===== src/hw/rtl/sicxe_pkg.sv =====
// Package with shared types, constants and opcodes for the SIC/XE execute core.
`timescale 1ns / 1ps
`default_nettype none
package sicxe_pkg;

  localparam int unsigned MEM_BYTES_DEF = 32768;

  typedef struct packed {
    logic        op;
    logic [19:0] load_addr;
    logic [7:0]  load_byte;
    logic [7:0]  opcode;
    logic [2:0]  format;
    logic [19:0] operand;
    logic [5:0]  mode_bits;
  } in_word_t;

  typedef struct packed {
    logic [1:0]  status;
    logic [23:0] acc;
    logic [23:0] index_out;
    logic [23:0] link_out;
    logic [23:0] base_out;
    logic [23:0] s_out;
    logic [23:0] t_out;
    logic [23:0] pc_out;
    logic [23:0] sw_out;
    logic [1:0]  cond_out;
  } out_word_t;

  // Status codes.
  localparam logic [1:0] ST_OK    = 2'd0;
  localparam logic [1:0] ST_ADDR  = 2'd1;
  localparam logic [1:0] ST_BADREG = 2'd2;
  localparam logic [1:0] ST_DIV0  = 2'd3;

  // Condition codes.
  localparam logic [1:0] CC_LT = 2'd0;
  localparam logic [1:0] CC_EQ = 2'd1;
  localparam logic [1:0] CC_GT = 2'd2;

  // Format-2 opcodes.
  localparam logic [7:0] OP_ADDR   = 8'h90;
  localparam logic [7:0] OP_CLEAR  = 8'hB4;
  localparam logic [7:0] OP_COMPR  = 8'hA0;
  localparam logic [7:0] OP_DIVR   = 8'h9C;
  localparam logic [7:0] OP_MULR   = 8'h98;
  localparam logic [7:0] OP_RMO    = 8'hAC;
  localparam logic [7:0] OP_SHIFTL = 8'hA4;
  localparam logic [7:0] OP_SHIFTR = 8'hA8;
  localparam logic [7:0] OP_SUBR   = 8'h94;
  localparam logic [7:0] OP_TIXR   = 8'hB8;

  // Format-3/4 opcodes.
  localparam logic [7:0] OP_ADD  = 8'h18;
  localparam logic [7:0] OP_AND  = 8'h40;
  localparam logic [7:0] OP_COMP = 8'h28;
  localparam logic [7:0] OP_DIV  = 8'h24;
  localparam logic [7:0] OP_J    = 8'h3C;
  localparam logic [7:0] OP_JEQ  = 8'h30;
  localparam logic [7:0] OP_JGT  = 8'h34;
  localparam logic [7:0] OP_JLT  = 8'h38;
  localparam logic [7:0] OP_JSUB = 8'h48;
  localparam logic [7:0] OP_LDA  = 8'h00;
  localparam logic [7:0] OP_LDB  = 8'h68;
  localparam logic [7:0] OP_LDCH = 8'h50;
  localparam logic [7:0] OP_LDL  = 8'h08;
  localparam logic [7:0] OP_LDS  = 8'h6C;
  localparam logic [7:0] OP_LDT  = 8'h74;
  localparam logic [7:0] OP_LDX  = 8'h04;
  localparam logic [7:0] OP_MUL  = 8'h20;
  localparam logic [7:0] OP_OR   = 8'h44;
  localparam logic [7:0] OP_RSUB = 8'h4C;
  localparam logic [7:0] OP_STA  = 8'h0C;
  localparam logic [7:0] OP_STB  = 8'h78;
  localparam logic [7:0] OP_STCH = 8'h54;
  localparam logic [7:0] OP_STL  = 8'h14;
  localparam logic [7:0] OP_STS  = 8'h7C;
  localparam logic [7:0] OP_STSW = 8'hE8;
  localparam logic [7:0] OP_STT  = 8'h84;
  localparam logic [7:0] OP_STX  = 8'h10;
  localparam logic [7:0] OP_SUB  = 8'h1C;
  localparam logic [7:0] OP_TD   = 8'hE0;
  localparam logic [7:0] OP_TIX  = 8'h2C;

  // Register numbers.
  localparam logic [3:0] RN_A  = 4'd0;
  localparam logic [3:0] RN_X  = 4'd1;
  localparam logic [3:0] RN_L  = 4'd2;
  localparam logic [3:0] RN_B  = 4'd3;
  localparam logic [3:0] RN_S  = 4'd4;
  localparam logic [3:0] RN_T  = 4'd5;
  localparam logic [3:0] RN_PC = 4'd8;
  localparam logic [3:0] RN_SW = 4'd9;

  // Signed 24-bit three-way compare.
  function automatic logic [1:0] cmp3(input logic [23:0] a, input logic [23:0] b);
    logic signed [23:0] sa;
    logic signed [23:0] sb;
    sa = a;
    sb = b;
    if (sa < sb) begin
      cmp3 = CC_LT;
    end else if (sa == sb) begin
      cmp3 = CC_EQ;
    end else begin
      cmp3 = CC_GT;
    end
  endfunction

endpackage
`default_nettype wire


===== src/hw/rtl/sicxe_divider.sv =====
// Iterative signed 24-bit divider, one quotient bit per cycle, truncating toward zero.
`timescale 1ns / 1ps
`default_nettype none
module sicxe_divider
  import sicxe_pkg::*;
(
  input  wire logic        clk,
  input  wire logic        rst,
  input  wire logic        start,
  input  wire logic [23:0] num,
  input  wire logic [23:0] den,
  output logic             done,
  output logic [23:0]      quot
);

  logic        busy;
  logic [4:0]  count;
  logic [23:0] rem;
  logic [23:0] q;
  logic [23:0] dmag;
  logic        neg;
  logic [24:0] trial;

  assign trial = {rem, q[23]} - {1'b0, dmag};
  assign quot  = neg ? 24'(-q) : q;

  // Restoring division on magnitudes, sign fixed at the end.
  always_ff @(posedge clk) begin
    if (rst) begin
      busy <= 1'b0;
      done <= 1'b0;
      count <= '0;
    end else begin
      done <= 1'b0;
      if (start) begin
        busy  <= 1'b1;
        count <= 5'd0;
        rem   <= '0;
        q     <= num[23] ? 24'(-num) : num;
        dmag  <= den[23] ? 24'(-den) : den;
        neg   <= num[23] ^ den[23];
      end else if (busy) begin
        if (!trial[24]) begin
          rem <= trial[23:0];
          q   <= {q[22:0], 1'b1};
        end else begin
          rem <= {rem[22:0], q[23]};
          q   <= {q[22:0], 1'b0};
        end
        count <= count + 5'd1;
        if (count == 5'd23) begin
          busy <= 1'b0;
          done <= 1'b1;
        end
      end
    end
  end

endmodule
`default_nettype wire


===== config.mk =====
export PLATFORM = sky130hd
export DESIGN_NAME = sicxe_divider
export DESIGN_NICKNAME = d
export VERILOG_FILES = /design/src/hw/rtl/sicxe_pkg.sv /design/src/hw/rtl/sicxe_divider.sv
export SDC_FILE = /design/constraint.sdc
export NUM_CORES = 1
export LEC_CHECK = 0
export BUFFER_PORTS_ARGS = -buffer_cell sky130_fd_sc_hd__buf_4
export CORE_MARGIN = 5
export CORE_UTILIZATION = 30
export DETAILED_ROUTE_END_ITERATION = 7
export GPL_ROUTABILITY_DRIVEN = 0
export SKIP_LAST_GASP = 1
export SYNTH_ARGS = -nofsm -noshare
export SYNTH_HDL_FRONTEND = slang
export SYNTH_SLANG_ARGS = --single-unit
export TNS_END_PERCENT = 50

===== constraint.sdc =====
create_clock -name clk -period 4.04 [get_ports clk]
set_clock_uncertainty 0.2 [all_clocks]
set_input_delay 0.808 -clock clk [delete_from_list [all_inputs] [get_ports clk]]
set_output_delay 0.808 -clock clk [all_outputs]
set_load 0.005 [all_outputs]

* Yosys cells after proc, flatten, opt, wreduce, memory -nomap -nowiden
Cells that the tools add are included.
** Storage, ports and cells
- Register bits after elaboration :: 80
- Input port bits :: 51
- Output and inout port bits :: 25
- Word-level logic and storage cells :: 34
** Operators by class
- $add $sub $neg :: 5
- Equality and inequality tests :: 1
- Muxes and demuxes :: 12
- Bitwise gates (word level) :: 3
- Reductions and logical operators :: 5
** Operators with widths (number)
- 24-bit 2-to-1 mux :: 6
- 24-bit negation :: 3
- 25-bit by 24-bit subtractor with 25-bit output :: 1
- 23-bit 2-to-1 mux :: 1
- 5-bit by 1-bit adder with 5-bit output, second input constant :: 1
- 5-bit equality test, second input constant :: 1
- 1-bit 2-to-1 mux :: 5
- 2-bit AND reduction :: 2
- 3-bit OR reduction :: 1
- 1-bit inverter :: 2
- 2-bit nonzero test :: 1
- 2-bit OR reduction :: 1
- 1-bit XOR :: 1

* Logic depth before layout (Yosys ltp)
- Depth in word-level cells :: 4
- Gate-level depth with buffers :: 11
- Gate-level depth less buffers :: 10

* Least setup slack after synthesis
OpenSTA, ideal clock, no wires.
- Kind :: input-to-reg
- From :: input start
- To :: register q[0] (enable)
- Setup time :: 0.454 ns
- Arrival time :: 3.424 ns
- Data required time :: 3.386 ns
- Slack :: -0.037 ns
- Cell stages on the path :: 4
- Buffers on the path :: 2
- Cells stage by stage :: clkbuf_1 > clkbuf_1 > nor2_1 > nor2_1
** On the way
- Longest elaborated chain between the ends :: 2
** RTL lines
- start: declaration :: line sicxe_divider.sv:9 : input wire logic start,
- 2-bit nonzero test (no source line)
- 2-bit AND reduction (no source line)
- end signal: assignment :: line sicxe_divider.sv:39 : q <= num[23] ? 24'(-num) : num;
- end signal: assignment :: line sicxe_divider.sv:45 : q <= {q[22:0], 1'b1};
- end signal: assignment :: line sicxe_divider.sv:48 : q <= {q[22:0], 1'b0};
- end: declaration :: line sicxe_divider.sv:19 : logic [23:0] q;
Every way passes these cells.
A chain may end at the register's enable or synchronous reset.

* Worst setup path after layout
- From :: register q[10]
- To :: output quot[21]
** On the way
- Longest elaborated chain between the ends :: 2
** RTL lines
- 24-bit negation :: line sicxe_divider.sv:25 : assign quot = neg ? 24'(-q) : q;
- 24-bit 2-to-1 mux :: line sicxe_divider.sv:25
- end: declaration :: line sicxe_divider.sv:13 : output logic [23:0] quot
Every way passes these cells.

==> flow_metrics.py <==
metrics = {
    "run_status": {
        "status": "complete, no violations",
    },
    "clocking": {
        "numCtsBuffers": 9,
        "cts_max_level": 3,
        "cts_num_sinks": 80,
        "cts_root_buffer": "clkbuf_16",
        "clockBufferDepth": 2,
        "path_clk_slew_ns": 0.07,
        "postCtsSetupBuffers": 0,
        "hold_buffers": 0,
        "clock_latency_ns": 0.34,
        "cts_tree": "built",
        "cts_resized": 0,
    },
    "sta": {
        "final_max_slew_viol_count": 0,
        "relSlewSlack_pct": 49.4,
        "worst_slew_pin_slew_ns": 0.757,
        "hold_violations": 0,
        "tns_ns": 0,
        "fin_crit_ns": 3.73,
        "min_period_over_period_pct": 92.3,
        "setup_viol": 0,
        "rsz0062_at_grt": "no",
        "setup_ws_ns": 0.313,
        "max_freq_mhz": 268,
    },
    "synth": {
        "ys_warn_count": 0,
        "ys_ff_latch": 80,
        "syn_nets": 716,
        "syn_inst": 636,
        "synth_ff_type": "edfxtp_1",
        "syn-cell-area_mm2": 0.00603,
        "synth_cell_types": 73,
        "synth_seq_area_share_pct": 38.7,
        "synth_top_cell_by_area": "edfxtp_1",
        "post-synth-top-area-fraction_pct": 36.4,
        "synth_top_cells_by_area": "edfxtp_1 36%, xnor2_1 7.7%, ha_1 5.8%",
        "synth_edf_count": 73,
        "synth_area_per_cell_um2": 9.47,
        "postSynth.asyncResetShare_pct": 0,
    },
    "grt": {
        "grt_pass1_vias": 4562,
        "antenna_found_initial": 0,
        "track_usage_pct": 12.2,
        "grt_pass1_wl_um": 22700,
        "grt_start_max_net_pins": 71,
        "grt_overflow_total": 0,
    },
    "route": {
        "wl_met3_um": 480,
        "drt-met1-wl_um": 6580,
        "drt-total-wl_um": 14100,
        "drt.antenna.violating_nets": 0,
        "drt_pass1_iterations": 4,
        "drt_iter0_drc": 265,
        "post-route-drc-count": 0,
        "routed-via-count": 4841,
        "wire_per_inst_um": 14.5,
        "highest-signal-layer": "met4",
        "via_per_inst": 4.97,
        "wl_met2_um": 6860,
    },
    "worst_hold_path": {
        "hold_class": "reg2reg",
    },
    "placed_design": {
        "dp_hpwl_um": 10800,
        "dpl_worst_slack_ns": 0.674,
        "io_buffers": 75,
        "placed_area_mm2": 0.00687,
    },
    "cells_and_area": {
        "final_area_mm2": 0.00719,
        "nNetsFinal": 784,
        "drive_above_1_share_pct": 17.3,
        "layout_commonest_cell": "buf_4",
        "fillers": 1975,
        "area_growth_syn_to_layout_pct": 19.3,
        "final_cell_mix": "81 x buf_4, 73 x edfxtp_1, 61 x nor2_1",
        "diodes": 0,
    },
    "floorplanning": {
        "dieArea_mm2": 0.0230,
        "dieWidth_um": 152,
        "core_mm2": 0.0196,
        "initial_core_util_pct": 30.8,
        "rows": 51,
        "fp.dieH_um": 152,
        "io_pins": 76,
    },
    "power": {
        "peakVddDrop_mv": 0.200,
        "leakagePower_nw": 2.80,
        "powerDensity_mw_per_mm2": 400,
        "power_mw": 2.87,
    },
    "worst_setup_path": {
        "crit_path_top_delay_cell": "or4_1",
        "worst-setup-path-type": "reg2out",
        "end_kind": "output pin",
        "path_max_fanout": 4,
        "max_stage_delay_ns": 0.60,
        "crit_arrival_ns": 2.72,
        "cp.required_ns": 3.03,
        "crit_path_start_kind": "flip-flop",
        "path_cells": "or4_1 -> nor4_1 -> nand2b_1 -> nor2_1 -> nand2_1 -> o31ai_1 -> xnor2_1 -> buf_4",
    },
    "run": {
        "cap_violations": 0,
    },
}
[metal layers]
metal	vias to the layer above	GRT usage (%)
met5	-	0
met1	2264	16.5
li1	2477	-
met4	0	4.04
met3	13	1.70
met2	87	20.0
[report_power, final]
part / internal [mW] / switching (mW)
clock network: 0.545 / 0.337
logic: 0.421 / 0.505
registers: 1.01 / 0.0549
[synthesized netlist by cell type (5+ instances only)]
library cell,number
nor2b_1,7
dfxtp_1,7
edfxtp_1,73
nor2_1,63
or4_1,8
xor2_1,30
ha_1,28
clkbuf_1,19
a211oi_1,5
or3_1,9
xnor2_1,53
o21ai_0,34
a21oi_1,50
mux2i_1,11
a21o_1,12
inv_1,37
o21a_1,10
o41ai_1,11
nor3_1,12
nand2_1,44
o31ai_1,16
or2_2,5
nand2b_1,12
nand3_1,9
[sequential cells by signal (all words and copies together) (netlist names)]
signal / cells
busy: 1
count: 5
dmag: 24
done: 1
neg: 1
q: 24
rem: 24
[cell families after synthesis]
logic type / synth area share [%]
xor gates and xnor gates: 12.1
muxes: 2.01
adders and majority gates: 6.15
DFF: 38.7
buffers and inverters: 4.13
and+or+nand+nor: 16.7
AOI/OAI and AO/OA: 20.3
[per-stage QoR]
stage | std cells | utilization, % | hold WS [ns]
global route | 974 | 36.7 | 0.353
detailed placement | 958 | 35.0 | 0.307
finish | 974 | 36.7 | 0.324
floorplan | 636 | - | 0.272
CTS | 974 | 36.7 | 0.324
global placement | 958 | 35.0 | 0.293
[area by class of cell]
cell class	instances	area (µm²)	area share [%]
Multi-Input combinational cell	495	3450	48.1
Sequential cell	80	2330	32.4
Timing Repair Buffer	81	608	8.46
Tap cell	265	332	4.61
Clock buffer	10	229	3.19
Inverter	37	139	1.93
Clock inverter	6	93.8	1.31
[critical path, delay by kind of cell (launching register included)]
kind	cells	cell delay, ns
and+or+nand+nor	5	1.39
DFF	1	0.45
AOI/OAI and AO/OA	1	0.26
xor gates and xnor gates	1	0.15
buffers and inverters	1	0.13
[final timing paths]
path / endpoint / slack (ns) / cells after the start / start
hold / removal: count[4] / 0.32 / 2 / count[4]
hold reg to reg: count[4] / 0.32 / 2 / count[4]
setup reg to reg: rem[7] / 0.71 / 9 / rem[8]
setup / recovery: quot[21] / 0.31 / 8 / q[10]
(Power assumes the default switching activity.)
